**src/hw/rtl/abhd_pkg.sv**
```systemverilog
package abhd_pkg;

    localparam int PERIOD_W   = 16;
    localparam int CFG_ADDR_W = 3;
    localparam int CFG_DATA_W = 16;

    // shown / requested modes
    localparam logic [1:0] MODE_NORMAL = 2'd0;
    localparam logic [1:0] MODE_HAZARD = 2'd1;
    localparam logic [1:0] MODE_ALARM  = 2'd2;
    localparam logic [1:0] MODE_UNUSED = 2'd3;

    // item operations
    localparam logic OP_UPDATE  = 1'b0;
    localparam logic OP_ALL_OFF = 1'b1;

    // register indexes
    localparam logic [CFG_ADDR_W-1:0] CFG_INVERT       = 3'd0;
    localparam logic [CFG_ADDR_W-1:0] CFG_ALARM_PERIOD = 3'd1;
    localparam logic [CFG_ADDR_W-1:0] CFG_HAZARD_PERIOD = 3'd2;
    localparam logic [CFG_ADDR_W-1:0] CFG_HOLD_TIME    = 3'd3;
    localparam logic [CFG_ADDR_W-1:0] CFG_BUZZER_EN    = 3'd4;

    // register reset values
    localparam logic                RST_INVERT        = 1'b0;
    localparam logic [PERIOD_W-1:0] RST_ALARM_PERIOD  = 16'd250;
    localparam logic [PERIOD_W-1:0] RST_HAZARD_PERIOD = 16'd1000;
    localparam logic [PERIOD_W-1:0] RST_HOLD_TIME     = 16'd1000;
    localparam logic                RST_BUZZER_EN     = 1'b1;

    // divider status toward the sequencer
    typedef struct packed {
        logic busy;
        logic done;
        logic q_odd;
    } div_stat_t;

endpackage

```
**src/hw/rtl/abhd_if.sv**
```systemverilog
interface abhd_item_if #(parameter int TIME_WIDTH = 40);
    logic                  valid;
    logic                  ready;
    logic                  op;
    logic [1:0]            mode_in;
    logic [TIME_WIDTH-1:0] time_ms;

    modport source (output valid, output op, output mode_in, output time_ms, input ready);
    modport sink   (input valid, input op, input mode_in, input time_ms, output ready);
endinterface

interface abhd_result_if;
    logic       valid;
    logic       ready;
    logic       led_drive;
    logic       buzzer_drive;
    logic       led_write;
    logic       buzzer_write;
    logic       alarm_active;
    logic [1:0] shown_mode_out;

    modport source (output valid, output led_drive, output buzzer_drive, output led_write,
                    output buzzer_write, output alarm_active, output shown_mode_out,
                    input ready);
    modport sink   (input valid, input led_drive, input buzzer_drive, input led_write,
                    input buzzer_write, input alarm_active, input shown_mode_out,
                    output ready);
endinterface

```
**src/hw/rtl/abhd_div.sv**
```systemverilog
module abhd_div #(
    parameter int TIME_WIDTH = 40
) (
    input  logic                          clk,
    input  logic                          rst_n,
    input  logic                          start,
    input  logic [TIME_WIDTH-1:0]         dividend,
    input  logic [abhd_pkg::PERIOD_W-1:0] divisor,
    output abhd_pkg::div_stat_t           stat
);
    import abhd_pkg::*;

    localparam int CNT_W = $clog2(TIME_WIDTH + 1);

    logic [TIME_WIDTH-1:0] dvd_reg, dvd_next;
    logic [PERIOD_W-1:0]   dsr_reg, dsr_next;
    logic [PERIOD_W-1:0]   rem_reg, rem_next;
    logic [CNT_W-1:0]      cnt_reg, cnt_next;
    logic                  busy_reg, busy_next;
    logic                  done_reg, done_next;
    logic                  q_reg, q_next;

    logic [PERIOD_W:0] trial;
    logic [PERIOD_W:0] diff;
    logic              ge;

    // restoring division, one quotient bit per cycle, msb first
    assign trial = {rem_reg, dvd_reg[TIME_WIDTH-1]};
    assign diff  = trial - {1'b0, dsr_reg};
    assign ge    = (trial >= {1'b0, dsr_reg});

    always_comb
    begin
        dvd_next  = dvd_reg;
        dsr_next  = dsr_reg;
        rem_next  = rem_reg;
        cnt_next  = cnt_reg;
        busy_next = busy_reg;
        done_next = 1'b0;
        q_next    = q_reg;
        if (start)
        begin
            dvd_next  = dividend;
            dsr_next  = divisor;
            rem_next  = '0;
            cnt_next  = CNT_W'(TIME_WIDTH);
            busy_next = 1'b1;
        end
        else if (busy_reg)
        begin
            dvd_next = {dvd_reg[TIME_WIDTH-2:0], 1'b0};
            rem_next = ge ? diff[PERIOD_W-1:0] : trial[PERIOD_W-1:0];
            cnt_next = cnt_reg - CNT_W'(1);
            if (cnt_reg == CNT_W'(1))
            begin
                busy_next = 1'b0;
                done_next = 1'b1;
                q_next    = ge;
            end
        end
    end

    always_ff @(posedge clk or negedge rst_n)
    begin
        if (!rst_n)
        begin
            cnt_reg  <= '0;
            busy_reg <= 1'b0;
            done_reg <= 1'b0;
        end
        else
        begin
            cnt_reg  <= cnt_next;
            busy_reg <= busy_next;
            done_reg <= done_next;
        end
    end

    always_ff @(posedge clk)
    begin
        dvd_reg <= dvd_next;
        dsr_reg <= dsr_next;
        rem_reg <= rem_next;
        q_reg   <= q_next;
    end

    assign stat.busy  = busy_reg;
    assign stat.done  = done_reg;
    assign stat.q_odd = q_reg;

endmodule

```
**src/hw/rtl/alarm_blink_hold_driver_core.sv**
```systemverilog
// channel   dir  beat contents
// item      in   op, mode_in, time_ms (TIME_WIDTH bits)
// result    out  led_drive, buzzer_drive, led_write, buzzer_write, alarm_active,
//                shown_mode_out
// cfg       in   cfg_we, cfg_addr, cfg_wdata (write only)
//
// one item at a time: hold/mode update, elapsed time, bit-serial divide (one
// quotient bit per cycle from the divider), result load; the next item is taken once
// the sequencer is back in idle after the result load; solid/normal LED skips the
// divide, all-off items skip both the elapsed time step and the divide
// reset needs no clearing pass; a new item is taken while a result waits
// a result that is not taken stalls the last step and holds the sequencer
module alarm_blink_hold_driver_core #(
    parameter int TIME_WIDTH = 40
) (
    input  logic                            clk,
    input  logic                            rst_n,
    abhd_item_if.sink                       item,
    abhd_result_if.source                   result,
    input  logic                            cfg_we,
    input  logic [abhd_pkg::CFG_ADDR_W-1:0] cfg_addr,
    input  logic [abhd_pkg::CFG_DATA_W-1:0] cfg_wdata
);
    import abhd_pkg::*;

    typedef enum logic [4:0] {
        S_IDLE = 5'b00001,
        S_HOLD = 5'b00010,
        S_ELAP = 5'b00100,
        S_DIV  = 5'b01000,
        S_DONE = 5'b10000
    } state_t;

    // configuration
    logic                invert_reg;
    logic [PERIOD_W-1:0] alarm_period_reg;
    logic [PERIOD_W-1:0] hazard_period_reg;
    logic [PERIOD_W-1:0] hold_time_reg;
    logic                buzzer_en_reg;

    // sequencer and block state
    state_t                state_reg, state_next;
    logic [1:0]            disp_mode_reg, disp_mode_next;
    logic                  mode_valid_reg, mode_valid_next;
    logic [TIME_WIDTH-1:0] phase_start_reg, phase_start_next;
    logic [TIME_WIDTH-1:0] deadline_reg, deadline_next;
    logic                  led_logical_reg, led_logical_next;
    logic                  buz_logical_reg, buz_logical_next;

    // captured item and working values
    logic                  op_reg, op_next;
    logic [1:0]            mode_reg, mode_next;
    logic [TIME_WIDTH-1:0] now_reg, now_next;
    logic                  led_reg, led_next;

    // result register
    logic       res_valid_reg, res_valid_next;
    logic       res_led_drive_reg, res_led_drive_next;
    logic       res_buz_drive_reg, res_buz_drive_next;
    logic       res_led_write_reg, res_led_write_next;
    logic       res_buz_write_reg, res_buz_write_next;
    logic       res_alarm_reg, res_alarm_next;
    logic [1:0] res_shown_reg, res_shown_next;

    // hold deadline and shown mode
    logic [1:0]            req;
    logic [1:0]            shown;
    logic [TIME_WIDTH:0]   hold_sum;
    logic [TIME_WIDTH-1:0] hold_sat;

    // blink setup
    logic [TIME_WIDTH-1:0] elapsed;
    logic [PERIOD_W-1:0]   period;
    logic [PERIOD_W-1:0]   half;
    logic                  div_start;
    div_stat_t             div_stat;

    // result load
    logic buz_level;
    logic res_free;

    // mode three counts as normal
    assign req = ((mode_reg == MODE_ALARM) || (mode_reg == MODE_HAZARD)) ? mode_reg
                                                                         : MODE_NORMAL;
    // deadline saturates at the top of the time range
    assign hold_sum = {1'b0, now_reg} + {{(TIME_WIDTH + 1 - PERIOD_W){1'b0}}, hold_time_reg};
    assign hold_sat = hold_sum[TIME_WIDTH] ? '1 : hold_sum[TIME_WIDTH-1:0];
    // deadline from an earlier alarming request keeps lower requests alarming
    assign shown = ((req != MODE_ALARM) && (now_reg < deadline_reg)) ? MODE_ALARM : req;

    // phase start is already updated here, elapsed wraps modulo the time range
    assign elapsed = now_reg - phase_start_reg;
    assign period  = (disp_mode_reg == MODE_ALARM) ? alarm_period_reg : hazard_period_reg;
    assign half    = (period[PERIOD_W-1:1] == '0) ? PERIOD_W'(1)
                                                  : {1'b0, period[PERIOD_W-1:1]};

    assign buz_level = (op_reg == OP_UPDATE) && (disp_mode_reg == MODE_ALARM);
    assign res_free  = !res_valid_reg || result.ready;

    abhd_div #(
        .TIME_WIDTH (TIME_WIDTH)
    ) u_div (
        .clk      (clk),
        .rst_n    (rst_n),
        .start    (div_start),
        .dividend (elapsed),
        .divisor  (half),
        .stat     (div_stat)
    );

    always_comb
    begin
        state_next         = state_reg;
        disp_mode_next     = disp_mode_reg;
        mode_valid_next    = mode_valid_reg;
        phase_start_next   = phase_start_reg;
        deadline_next      = deadline_reg;
        led_logical_next   = led_logical_reg;
        buz_logical_next   = buz_logical_reg;
        op_next            = op_reg;
        mode_next          = mode_reg;
        now_next           = now_reg;
        led_next           = led_reg;
        div_start          = 1'b0;
        res_valid_next     = res_valid_reg && !result.ready;
        res_led_drive_next = res_led_drive_reg;
        res_buz_drive_next = res_buz_drive_reg;
        res_led_write_next = res_led_write_reg;
        res_buz_write_next = res_buz_write_reg;
        res_alarm_next     = res_alarm_reg;
        res_shown_next     = res_shown_reg;

        unique case (state_reg)
            S_IDLE:
            begin
                if (item.valid)
                begin
                    op_next    = item.op;
                    mode_next  = item.mode_in;
                    now_next   = item.time_ms;
                    state_next = S_HOLD;
                end
            end
            S_HOLD:
            begin
                if (op_reg == OP_ALL_OFF)
                begin
                    // all off: forget mode and hold, LED off
                    deadline_next   = '0;
                    mode_valid_next = 1'b0;
                    disp_mode_next  = MODE_NORMAL;
                    led_next        = 1'b0;
                    state_next      = S_DONE;
                end
                else
                begin
                    if (req == MODE_ALARM)
                    begin
                        deadline_next = hold_sat;
                    end
                    // mode change restarts the blink in the on phase
                    if (!mode_valid_reg || (shown != disp_mode_reg))
                    begin
                        disp_mode_next   = shown;
                        mode_valid_next  = 1'b1;
                        phase_start_next = now_reg;
                    end
                    state_next = S_ELAP;
                end
            end
            S_ELAP:
            begin
                if ((disp_mode_reg == MODE_NORMAL) || (period == '0))
                begin
                    // normal is dark, zero period is solid on
                    led_next   = (disp_mode_reg != MODE_NORMAL);
                    state_next = S_DONE;
                end
                else
                begin
                    div_start  = 1'b1;
                    state_next = S_DIV;
                end
            end
            S_DIV:
            begin
                if (div_stat.done)
                begin
                    // on during even half periods
                    led_next   = !div_stat.q_odd;
                    state_next = S_DONE;
                end
            end
            S_DONE:
            begin
                if (res_free)
                begin
                    led_logical_next   = led_reg;
                    res_led_write_next = (led_reg != led_logical_reg);
                    res_led_drive_next = led_reg ^ invert_reg;
                    // without a buzzer pin the level is kept and never driven
                    if (buzzer_en_reg)
                    begin
                        buz_logical_next   = buz_level;
                        res_buz_write_next = (buz_level != buz_logical_reg);
                        res_buz_drive_next = buz_level ^ invert_reg;
                    end
                    else
                    begin
                        res_buz_write_next = 1'b0;
                        res_buz_drive_next = 1'b0;
                    end
                    res_alarm_next = buz_level;
                    res_shown_next = disp_mode_reg;
                    res_valid_next = 1'b1;
                    state_next     = S_IDLE;
                end
            end
            default:
            begin
                state_next = S_IDLE;
            end
        endcase
    end

    always_ff @(posedge clk or negedge rst_n)
    begin
        if (!rst_n)
        begin
            state_reg       <= S_IDLE;
            disp_mode_reg   <= MODE_NORMAL;
            mode_valid_reg  <= 1'b0;
            phase_start_reg <= '0;
            deadline_reg    <= '0;
            led_logical_reg <= 1'b0;
            buz_logical_reg <= 1'b0;
            res_valid_reg   <= 1'b0;
        end
        else
        begin
            state_reg       <= state_next;
            disp_mode_reg   <= disp_mode_next;
            mode_valid_reg  <= mode_valid_next;
            phase_start_reg <= phase_start_next;
            deadline_reg    <= deadline_next;
            led_logical_reg <= led_logical_next;
            buz_logical_reg <= buz_logical_next;
            res_valid_reg   <= res_valid_next;
        end
    end

    // payload registers
    always_ff @(posedge clk)
    begin
        op_reg            <= op_next;
        mode_reg          <= mode_next;
        now_reg           <= now_next;
        led_reg           <= led_next;
        res_led_drive_reg <= res_led_drive_next;
        res_buz_drive_reg <= res_buz_drive_next;
        res_led_write_reg <= res_led_write_next;
        res_buz_write_reg <= res_buz_write_next;
        res_alarm_reg     <= res_alarm_next;
        res_shown_reg     <= res_shown_next;
    end

    // configuration writes, unknown indexes ignored
    always_ff @(posedge clk or negedge rst_n)
    begin
        if (!rst_n)
        begin
            invert_reg        <= RST_INVERT;
            alarm_period_reg  <= RST_ALARM_PERIOD;
            hazard_period_reg <= RST_HAZARD_PERIOD;
            hold_time_reg     <= RST_HOLD_TIME;
            buzzer_en_reg     <= RST_BUZZER_EN;
        end
        else if (cfg_we)
        begin
            unique case (cfg_addr)
                CFG_INVERT:        invert_reg        <= cfg_wdata[0];
                CFG_ALARM_PERIOD:  alarm_period_reg  <= cfg_wdata[PERIOD_W-1:0];
                CFG_HAZARD_PERIOD: hazard_period_reg <= cfg_wdata[PERIOD_W-1:0];
                CFG_HOLD_TIME:     hold_time_reg     <= cfg_wdata[PERIOD_W-1:0];
                CFG_BUZZER_EN:     buzzer_en_reg     <= cfg_wdata[0];
                default:           ;
            endcase
        end
    end

    // ports
    assign item.ready            = (state_reg == S_IDLE);
    assign result.valid          = res_valid_reg;
    assign result.led_drive      = res_led_drive_reg;
    assign result.buzzer_drive   = res_buz_drive_reg;
    assign result.led_write      = res_led_write_reg;
    assign result.buzzer_write   = res_buz_write_reg;
    assign result.alarm_active   = res_alarm_reg;
    assign result.shown_mode_out = res_shown_reg;

`ifndef SYNTHESIS
    a_shown_known: assert property (@(posedge clk) disable iff (!rst_n)
        result.valid |-> (result.shown_mode_out != MODE_UNUSED))
        else $error("shown mode out of range");

    a_alarm_matches_mode: assert property (@(posedge clk) disable iff (!rst_n)
        result.valid |-> (result.alarm_active == (result.shown_mode_out == MODE_ALARM)))
        else $error("alarm flag disagrees with shown mode");

    a_no_buzzer_pin: assert property (@(posedge clk) disable iff (!rst_n)
        (result.valid && !buzzer_en_reg) |-> (!result.buzzer_write && !result.buzzer_drive))
        else $error("buzzer driven without a buzzer pin");

    a_div_done_in_div: assert property (@(posedge clk) disable iff (!rst_n)
        div_stat.done |-> (state_reg == S_DIV))
        else $error("divider finished outside the divide step");
`endif

endmodule
```
**src/flat_wrapper.sv**
```systemverilog
// flat-port wrapper written by rule: the top's interface ports become plain ports
module alarm_blink_hold_driver_core_flat import abhd_pkg::*;
#(
    parameter int TIME_WIDTH = 40
)
  (clk, rst_n, cfg_we, cfg_addr, cfg_wdata, item_valid, item_op, item_mode_in, item_time_ms, item_ready, result_valid, result_led_drive, result_buzzer_drive, result_led_write, result_buzzer_write, result_alarm_active, result_shown_mode_out, result_ready);
  abhd_item_if #(.TIME_WIDTH(TIME_WIDTH)) item_i ();
  abhd_result_if result_i ();
  input  logic clk;
  input  logic rst_n;
  input  logic cfg_we;
  input  logic [abhd_pkg::CFG_ADDR_W-1:0] cfg_addr;
  input  logic [abhd_pkg::CFG_DATA_W-1:0] cfg_wdata;
  input wire logic [$bits(item_i.valid)-1:0] item_valid;
  input wire logic [$bits(item_i.op)-1:0] item_op;
  input wire logic [$bits(item_i.mode_in)-1:0] item_mode_in;
  input wire logic [$bits(item_i.time_ms)-1:0] item_time_ms;
  output wire logic [$bits(item_i.ready)-1:0] item_ready;
  output wire logic [$bits(result_i.valid)-1:0] result_valid;
  output wire logic [$bits(result_i.led_drive)-1:0] result_led_drive;
  output wire logic [$bits(result_i.buzzer_drive)-1:0] result_buzzer_drive;
  output wire logic [$bits(result_i.led_write)-1:0] result_led_write;
  output wire logic [$bits(result_i.buzzer_write)-1:0] result_buzzer_write;
  output wire logic [$bits(result_i.alarm_active)-1:0] result_alarm_active;
  output wire logic [$bits(result_i.shown_mode_out)-1:0] result_shown_mode_out;
  input wire logic [$bits(result_i.ready)-1:0] result_ready;
  assign item_i.valid = item_valid;
  assign item_i.op = item_op;
  assign item_i.mode_in = item_mode_in;
  assign item_i.time_ms = item_time_ms;
  assign item_ready = item_i.ready;
  assign result_valid = result_i.valid;
  assign result_led_drive = result_i.led_drive;
  assign result_buzzer_drive = result_i.buzzer_drive;
  assign result_led_write = result_i.led_write;
  assign result_buzzer_write = result_i.buzzer_write;
  assign result_alarm_active = result_i.alarm_active;
  assign result_shown_mode_out = result_i.shown_mode_out;
  assign result_i.ready = result_ready;
  alarm_blink_hold_driver_core #(.TIME_WIDTH(TIME_WIDTH)) u_core (.clk(clk), .rst_n(rst_n), .item(item_i), .result(result_i), .cfg_we(cfg_we), .cfg_addr(cfg_addr), .cfg_wdata(cfg_wdata));
endmodule
```
**config.mk**
```make
export PLATFORM = sky130hd
export DESIGN_NAME = alarm_blink_hold_driver_core_flat
export DESIGN_NICKNAME = d
export VERILOG_FILES = /design/src/hw/rtl/abhd_pkg.sv /design/src/hw/rtl/abhd_if.sv /design/src/hw/rtl/abhd_div.sv /design/src/hw/rtl/alarm_blink_hold_driver_core.sv /design/src/flat_wrapper.sv
export SDC_FILE = /design/constraint.sdc
export NUM_CORES = 1
export LEC_CHECK = 0
export BUFFER_PORTS_ARGS = -buffer_cell sky130_fd_sc_hd__clkbuf_2
export CORE_MARGIN = 2
export CORE_UTILIZATION = 60
export CTS_BUF_LIST = sky130_fd_sc_hd__clkbuf_8 sky130_fd_sc_hd__clkbuf_16
export DETAILED_ROUTE_END_ITERATION = 8
export MAX_ROUTING_LAYER = met4
export PLACE_DENSITY = 0.78
export SETUP_SLACK_MARGIN = 0.3
export SYNTH_ARGS = -nofsm -noshare
export SYNTH_HDL_FRONTEND = slang
export SYNTH_HIERARCHICAL = 1
export SYNTH_SLANG_ARGS = --single-unit
```
**constraint.sdc**
```tcl
create_clock -name clk -period 6.07 [get_ports clk]
set_input_delay 0.9105 -clock clk [delete_from_list [all_inputs] [get_ports clk]]
set_output_delay 0.9105 -clock clk [all_outputs]
set_load 0.02 [all_outputs]
```
==> Word-level counts from Yosys, hierarchy flattened <==
Cells that the tools add are included.
{ "totals": {"out_inout_bits": 9, "inputBits": 67, "regBits": 273} }
{ "op_classes": {"eq_ne": 23, "addsub": 4, "n_mux": 35, "reduce_logical": 34, "magnitude_cmp": 2, "n_bitwise": 4} }
{ "ops": {"columns": ["operator", "n"], "rows": [
  ["2-to-1 mux 40 bit", 5],
  ["adder 40 x 16 -> 41 bit", 1],
  ["< comparator 40 bit", 1],
  ["subtractor 40 bit", 1],
  ["2-to-1 mux 16 bit", 2],
  ["2-to-1 mux 5 bit", 5],
  ["case mux 5 bit (5 select lines)", 1],
  ["AND reduction 2 bit", 9],
  ["greater-or-equal comparator 17 x 16 -> 1 bit", 1],
  ["logical NOT 16 bit", 1],
  ["subtractor 16 bit", 1],
  ["logical NOT 15 bit", 1],
  ["2-to-1 mux 1 bit", 15],
  ["2-to-1 mux 6 bit", 2],
  ["AND reduction 3 bit", 4],
  ["2-to-1 mux 2 bit", 4],
  ["nonzero test 2 bit", 4],
  ["equality test 2 bit, second input constant", 3],
  ["equality test 3 x 2 -> 1 bit, second input constant", 2],
  ["equality test 6 x 1 -> 1 bit, second input constant", 1],
  ["!= test 2 x 1 -> 1 bit, second input constant", 3],
  ["!= test 2 bit, second input constant", 3],
  ["subtractor 6 x 1 -> 6 bit, second input constant", 1],
  ["equality test 5 x 1 -> 1 bit, second input constant", 1],
  ["19 further kinds", 30]
]} }

==> Logic depth before layout (Yosys ltp) <==
Gate-level depths: netlist of the first run.
{ "logic_depth": {"ltp_word": 10, "ltp_mapped": 14} }

==> Modules after synthesis <==
The synthesis of the first run kept the hierarchy.
{ "by_module_without_submodules": {"columns": ["module", "instances", "cells_per_inst", "area_per_inst_um2", "seq_area_each_um2"], "rows": [
  ["alarm_blink_hold_driver_core", 1, 1147, 11890.2, 5084.9],
  ["abhd_div", 1, 370, 4247.8, 2232.1]
]} }

==> Worst setup path after synthesis of the first run <==
Ideal clock, no wire load.
{ "synth_path": {"path_type": "register to register", "from": "reg u_core.disp_mode_reg[0]", "to": "reg u_core.u_div.dvd_reg[0], enable pin", "required_time_ps": 5671, "t_arrival_ps": 3454, "slack_ps": 2217, "setup_time_ps": 399, "stages_incl_launch_ff": 11, "path_cell_list": "dfrtp_1 > nor2b_1 > clkbuf_1 > mux2_2 > a21o_1 > o21ai_0 > o21a_1 > nor2_1 > inv_1 > clkbuf_1 > nand2_1"} }
{ "synth_between": {"elab_chain_cells": 7, "elab_cells_between_ends": 8, "cone_classes": "1 x eq/ne; 3 x mux; 4 x reduce/logical"} }
{ "synth_rtl": {"columns": ["element", "line_no", "text"], "rows": [
  ["start: declaration", "alarm_blink_hold_driver_core.sv:43", "logic [1:0] disp_mode_reg, disp_mode_next;"],
  ["start signal: assignment", "alarm_blink_hold_driver_core.sv:242", "disp_mode_reg <= disp_mode_next;"],
  ["equality test 2 bit", "alarm_blink_hold_driver_core.sv:93", "assign period = (disp_mode_reg == MODE_ALARM) ? alarm_period_reg : hazard_period_reg;"],
  ["2-to-1 mux 16 bit", "alarm_blink_hold_driver_core.sv:93", null],
  ["logical NOT 16 bit", "alarm_blink_hold_driver_core.sv:173", "if ((disp_mode_reg == MODE_NORMAL) || (period == '0))"],
  ["logical OR 1 bit (*)", "alarm_blink_hold_driver_core.sv:173", null],
  ["2-to-1 mux 1 bit (*)", "alarm_blink_hold_driver_core.sv:173", null],
  ["2-to-1 mux 1 bit (*)", "alarm_blink_hold_driver_core.sv:133", "unique case (state_reg)"],
  ["named net u_core.div_start", "alarm_blink_hold_driver_core.sv:75", "logic div_start;"],
  ["nonzero test 2 bit (no line) (*)", null, null],
  ["end signal: assignment", "abhd_div.sv:81", "dvd_reg <= dvd_next;"],
  ["end: declaration", "abhd_div.sv:15", "logic [TIME_WIDTH-1:0] dvd_reg, dvd_next;"]
]} }
Mark *: on every way through the listed nets, which the timed path passes. The rest lies on a longest branch.
A chain may end at the register's enable or synchronous reset.

==> Worst setup path after layout of the first run <==
{ "layout_path": {"from": "reg u_core.disp_mode_reg[1]", "to": "reg u_core.u_div.dvd_reg[10], enable pin"} }
Same word-level chain as after synthesis.

==> out/results.ini, run 1 <==
[floorplanning]
start_util_pct=60.5
pin_count=76
die_y_um=168
die_x_um=168
die_area_um2=28200
num_rows=60
coreArea_um2=26700

[timing]
relSlewSlack_pct=19.8
finalCritPeriodShare_pct=64.5
final.setup.tns_ns=0
worst_pin_slew_ns=1.20
rsz0062_at_grt=false
hold_viol=0
slew_violations=0
setup_viol=0
fin_crit_ns=3.92
fmax_mhz=255
worst_clock_skew_ns=0.0165

[worst_setup_path]
cp_max_fo=41
cp.required_ns=6.09
rr_worst_depth=9
path_class=reg2reg
worstPathArrival_ns=3.94
worstSetupStartpointType=register
end_kind=register

[clock_tree]
cts_max_level=1
cts_tree=done
cts_resized=0
numCtsBuffers=30
clk_latency_ns=0.57
clkTransAtPathRegs_ns=0.06
clock_sinks=273
holdBufCountCts=0
cts_setup_buffers=0
cts_buffer_depth=3
root_buffer=clkbuf_16

[global_route]
gr-total-overflow=0
grt_pass1_vias=11462
antenna_found_initial=0
grt_use_total_pct=26.2
grt_pass1_wl_mm=58.3
grt_max_degree=92

[finish]
nFillCells=2058
area_growth_pct=9.84
layout.nets=1760
fin_util_pct=66.5
diodes=0
layout-drive-gt1-share_pct=19.9

[power_and_ir_drop]
switching_power_w=0.00324
p_int_w=0.00520
seqPwrFrac_pct=34.6
combPwrFrac_pct=44.8
p_sw_share_pct=38.4
leakagePower_nw=7.84
p_clk_share_pct=20.6
power_per_cell_area_nw_per_um2=476
peakVddDrop_mv=0.354

[run_status]
status=finished, final reports clean

[routing]
wirelength_mm=35.6
drtPass1Iterations=5
drt_iter0_drc=895
postRouteAntennaNets=0
via_per_inst=6.00
drt_drc_violations_left=0
num_vias=11661
wire_per_inst_um=18.3

[logic_synthesis]
syn_inst=1516
ys_warn_count=6
synth_nets=1698
avgSynthCellArea_um2=10.6
synth_area_um2=16100

[worst_hold_path]
holdCritPathClass=in2async

[place]
hpwl_mm=24.8
place.gp.congestion=0.907
numPortBuffers=75

[job]
drv_cap=0

## layer usage
layer | vias to the layer above | global-route usage, % | part of all wire [%] | routed length (um)
li1 | 5619 | - | - | -
met2 | 351 | 41.2 | 46 | 16400
met1 | 5611 | 35.5 | 46 | 16300
met5 | - | - | 0 | 0
met3 | 80 | 4.11 | 5.4 | 1920
met4 | 0 | 7.98 | 2.8 | 996
## cell type report
| cell class | instances | area [um2] | area share [%] |
|---|---|---|---|
| clock buffer | 32 | 790 | 4.46 |
| clock inverter | 23 | 163 | 0.918 |
| inverter | 131 | 492 | 2.78 |
| multi-input combinational | 1059 | 8090 | 45.7 |
| sequential | 273 | 7320 | 41.3 |
| tap | 341 | 427 | 2.41 |
| timing repair buffer | 83 | 442 | 2.49 |
## power by group through the flow
stage	clock, W	combinational, W	sequential, W
floorplan	0	0.00300	0.00279
global placement	0	0.00360	0.00292
detailed placement	0	0.00370	0.00293
CTS	0.00177	0.00374	0.00291
global route	0.00185	0.00423	0.00298
finish	0.00174	0.00378	0.00292
## path summary, 6_finish.rpt
path,slack (ns),endpoint,from
max,2.15,u_core/u_div/dvd_reg[10],u_core/disp_mode_reg[1]
min reg2reg,0.46,u_core/state_reg[3],u_core/u_div/done_reg
min,0.44,u_core/invert_reg,rst_n
max in group asynchronous,4.32,u_core/alarm_period_reg[0],rst_n
min in group clk,0.46,u_core/state_reg[3],u_core/u_div/done_reg
max reg2reg,2.15,u_core/u_div/dvd_reg[10],u_core/disp_mode_reg[1]
## per-stage QoR
| step | cells | total power (W) | area (um2) | hold WS [ns] | setup WS (ns) |
|---|---|---|---|---|---|
| final | 1942 | 0.00844 | 17700 | 0.443 | 2.15 |
| after detailed placement | 1887 | 0.00663 | 16800 | 0.451 | 2.21 |
| after global routing | 1942 | 0.00905 | 17700 | 0.475 | 1.80 |
| after floorplan | 1516 | 0.00578 | 16100 | 0.439 | 2.22 |
| after CTS | 1942 | 0.00842 | 17700 | 0.463 | 2.18 |
| after global placement | 1887 | 0.00652 | 16800 | 0.449 | 2.34 |
## placed cells by master (no fill, tap or decap), types with 9 or more instances in the layout
cell,instances
a211oi_1,10
a21o_1,43
a21oi_1,86
a311oi_1,10
a31oi_1,9
and2_1,10
and3_1,25
clkbuf_16,31
clkbuf_2,74
clkinv_2,10
dfrtp_1,129
dfstp_2,20
dfxtp_1,16
edfxtp_1,108
ha_1,112
inv_1,134
mux2_2,104
mux2_4,38
nand2_1,124
nand2b_1,13
nand3_1,37
nand4_1,14
nor2_1,73
nor2b_1,13
nor3_1,15
nor4_1,15
o211ai_1,16
o21a_1,13
o21ai_0,66
o21bai_1,12
o31ai_1,10
or3_1,10
xnor2_1,44
xor2_1,34
## worst max-delay path, cell delays in order (launching register included)
cell     delay [ns]
dfrtp_1        0.44
nor2b_1        0.78
nor3b_1        0.30
nand4_1        0.12
a21o_1         0.24
o21ai_0        0.17
o21a_1         0.22
nor2_4         0.04
inv_1          0.26
nand2_2        0.73
Power figures use the tool's default switching activity.
==> run 2, diff against run 1 <==
--- a/config.mk
+++ b/config.mk
@@ -5,6 +5,7 @@
 export SDC_FILE = /design/constraint.sdc
 export NUM_CORES = 1
 export LEC_CHECK = 0
+export ABC_AREA = 1
 export BUFFER_PORTS_ARGS = -buffer_cell sky130_fd_sc_hd__clkbuf_2
 export CORE_MARGIN = 2
 export CORE_UTILIZATION = 60
==> constraint.sdc (replaced) <==
create_clock -name clk -period 4.1 [get_ports clk]
set_input_delay 0.615 -clock clk [delete_from_list [all_inputs] [get_ports clk]]
set_output_delay 0.615 -clock clk [all_outputs]
set_load 0.02 [all_outputs]
==> run 2 against run 1 <==
- critical path depth is 6 higher
- highest routed layer unchanged
- critical path type unchanged
- clock-buffer cell count is 2 higher
- global-route usage is 3.8 points higher
==> out/results.ini, run 2 <==
[logic_synthesis]
syn_inst=2200  ; was 1516
avgSynthCellArea_um2=7.81  ; was 10.6 um2
ys_warn_count=6  ; unchanged
synth_area_um2=17200  ; was 16100 um2
synth_nets=2382  ; was 1698

[timing]
relSlewSlack_pct=26.3  ; was 19.8%
slew_violations=0  ; unchanged
worst_pin_slew_ns=1.10  ; was 1.20 ns
final.setup.tns_ns=0  ; unchanged
hold_viol=0  ; unchanged
finalCritPeriodShare_pct=80.6  ; was 64.5%
setup_ws_ns=0.796  ; was 2.15 ns
setup_viol=0  ; unchanged
fmax_mhz=303  ; was 255 MHz
fin_crit_ns=3.30  ; was 3.92 ns
rsz0062_at_grt=false  ; unchanged
worst_clock_skew_ns=0.0273  ; was 0.0165 ns

[run_status]
status=finished, final reports clean  ; unchanged

[worst_setup_path]
r2r_slack_ns=0.80  ; was 2.15 ns
cpLargestDelayFamily=simple AND/OR/NAND/NOR gates  ; unchanged
worstPathArrival_ns=3.55  ; was 3.94 ns
cp_max_fo=49  ; was 41
cp_slowest_cell=nor2_2  ; was nor2b_1
end_kind=register  ; unchanged
reg2reg_to=u_core/u_div/dvd_reg[37]  ; was u_core/u_div/dvd_reg[10]
r2r_start=u_core/disp_mode_reg[0]  ; was u_core/disp_mode_reg[1]
worstSetupStartpointType=register  ; unchanged
path_class=reg2reg  ; unchanged
cp.required_ns=4.34  ; was 6.09 ns
crit_chain=inv_1, nand2_4, inv_2, or2_1, o21ai_0, inv_1, nor3_1, nand3_1, nor3_2, o21ai_1, nand2_1, inv_2, nor2_2, clkinv_2, buf_4  ; was nor2b_1, nor3b_1, nand4_1, a21o_1, o21ai_0, o21a_1, nor2_4, inv_1, nand2_2
rr_worst_depth=15  ; was 9
critPathBufInv=6  ; was 1
cpPeakStageDelay_ns=0.43  ; was 0.78 ns

[global_route]
grt_pass1_wl_mm=71.4  ; was 58.3 mm
grt_use_total_pct=30.1  ; was 26.2%
grt_pass1_vias=14169  ; was 11.5k
grt_max_degree=84  ; was 92
gr-total-overflow=0  ; unchanged
antenna_found_initial=0  ; unchanged

[routing]
drtPass1Iterations=6  ; was 5
drt_drc_violations_left=0  ; unchanged
drt_iter0_drc=1448  ; was 895
wire_per_inst_um=16.6  ; was 18.3 um
postRouteAntennaNets=0  ; unchanged
wirelength_mm=44.2  ; was 35.6 mm
via_per_inst=5.60  ; was 6.00
num_vias=14923  ; was 11.7k

[power_and_ir_drop]
power_per_cell_area_nw_per_um2=771  ; was 476 nW/um2
peakVddDrop_mv=0.449  ; was 0.354 mV
leakagePower_nw=9.15  ; was 7.84 nW

[place]
place.gp.congestion=1.03  ; was 0.907
hpwl_mm=33.6  ; was 24.8 mm
pre_cts_ws_ns=0.839  ; was 2.21 ns
numPortBuffers=75  ; unchanged

[clock_tree]
cts_tree=done  ; unchanged
holdBufCountCts=0  ; unchanged
cts_setup_buffers=0  ; unchanged
clk_latency_ns=0.58  ; was 0.57 ns
numCtsBuffers=29  ; was 30
cts_resized=0  ; unchanged
cts_max_level=1  ; unchanged
cts_buffer_depth=3  ; unchanged
clkTransAtPathRegs_ns=0.06  ; about the same
clock_sinks=273  ; unchanged
root_buffer=clkbuf_16  ; unchanged

[floorplanning]
num_rows=61  ; was 60
pin_count=76  ; unchanged
die_x_um=173  ; was 168 um
start_util_pct=61.3  ; was 60.5%
die_y_um=173  ; was 168 um
die_area_um2=30000  ; was 28200 um2
coreArea_um2=28000  ; was 26700 um2

[finish]
layout_commonest_cell=nand2_1  ; was inv_1
diodes=0  ; unchanged
fin_util_pct=66.9  ; was 66.5%
layout_common_cells=nand2_1, inv_1, o21ai_0, nor2_1, dfrtp_1  ; was inv_1, dfrtp_1, nand2_1, ha_1, edfxtp_1
layout-drive-gt1-share_pct=8.62  ; was 19.9%
layout.nets=2445  ; was 1760
nFillCells=2387  ; was 2058
area_growth_pct=9.06  ; was 9.84%

[worst_hold_path]
holdCritPathClass=in2async  ; unchanged

[job]
drv_cap=0  ; unchanged

-- run 2: how the worst max path moves through the flow --
stage	start	end	slack, ns	cells past startpoint
floorplan	u_core/disp_mode_reg[0]	u_core/u_div/dvd_reg[0]	0.86	14
finish	u_core/disp_mode_reg[0]	u_core/u_div/dvd_reg[37]	0.80	15
global placement	u_core/disp_mode_reg[0]	u_core/u_div/dvd_reg[32]	0.99	15
detailed placement	u_core/disp_mode_reg[0]	u_core/u_div/dvd_reg[31]	0.84	15
global route	u_core/disp_mode_reg[0]	u_core/u_div/rem_reg[8]	0.48	16
CTS	u_core/disp_mode_reg[0]	u_core/u_div/cnt_reg[0]	0.82	16
-- run 2: layout make-up --
| class | count | area [um2] | area share, % |
|---|---|---|---|
| multi-input cells | 1531 | 8290 | 44.3 |
| flip-flops and latches | 273 | 7320 | 39.1 |
| clock buffers | 34 | 795 | 4.24 |
| clock inverters | 19 | 104 | 0.554 |
| inverters | 344 | 1290 | 6.90 |
| well taps | 378 | 473 | 2.52 |
| repair buffers | 84 | 462 | 2.46 |
-- run 2: routing by layer --
layer  up-vias  part of all wire [%]  global-route usage [%]
met5         -                     0                       -
li1       7299                     -                       -
met2       539                    43                    43.8
met4         0                   3.3                    9.53
met3        89                   7.6                    4.47
met1      6996                    46                    43.5
-- run 2: power by group --
part | switching, W | leakage (nW) | internal [W] | total [W]
clock | 0.00109 | 0.485 | 0.00138 | 0.00247
sequential | 0.000743 | 3.02 | 0.00380 | 0.00455
combinational | 0.00489 | 5.65 | 0.00254 | 0.00744
total | 0.00673 | 9.15 | 0.00773 | 0.0145
-- run 2: worst register-to-register path, cell delays in order, from the launching register on --
cell and delay [ns]:
dfrtp_1 0.41, inv_1 0.12, nand2_4 0.19, inv_2 0.14, or2_1 0.24, o21ai_0 0.07
inv_1 0.07, nor3_1 0.18, nand3_1 0.11, nor3_2 0.16, o21ai_1 0.09, nand2_1 0.11
inv_2 0.22, nor2_2 0.44, clkinv_2 0.08, buf_4 0.32
-- run 2: per-stage QoR --
stage	area, um2	power, W	cells	hold WS, ns
final	18700	0.0145	2663	0.0430
after global routing	18700	0.0156	2663	0.0804
after CTS	18700	0.0143	2663	0.0530
after detailed placement	17800	0.0118	2610	0.458
after global placement	17800	0.0116	2610	0.453
after floorplan	17200	0.00975	2200	0.319
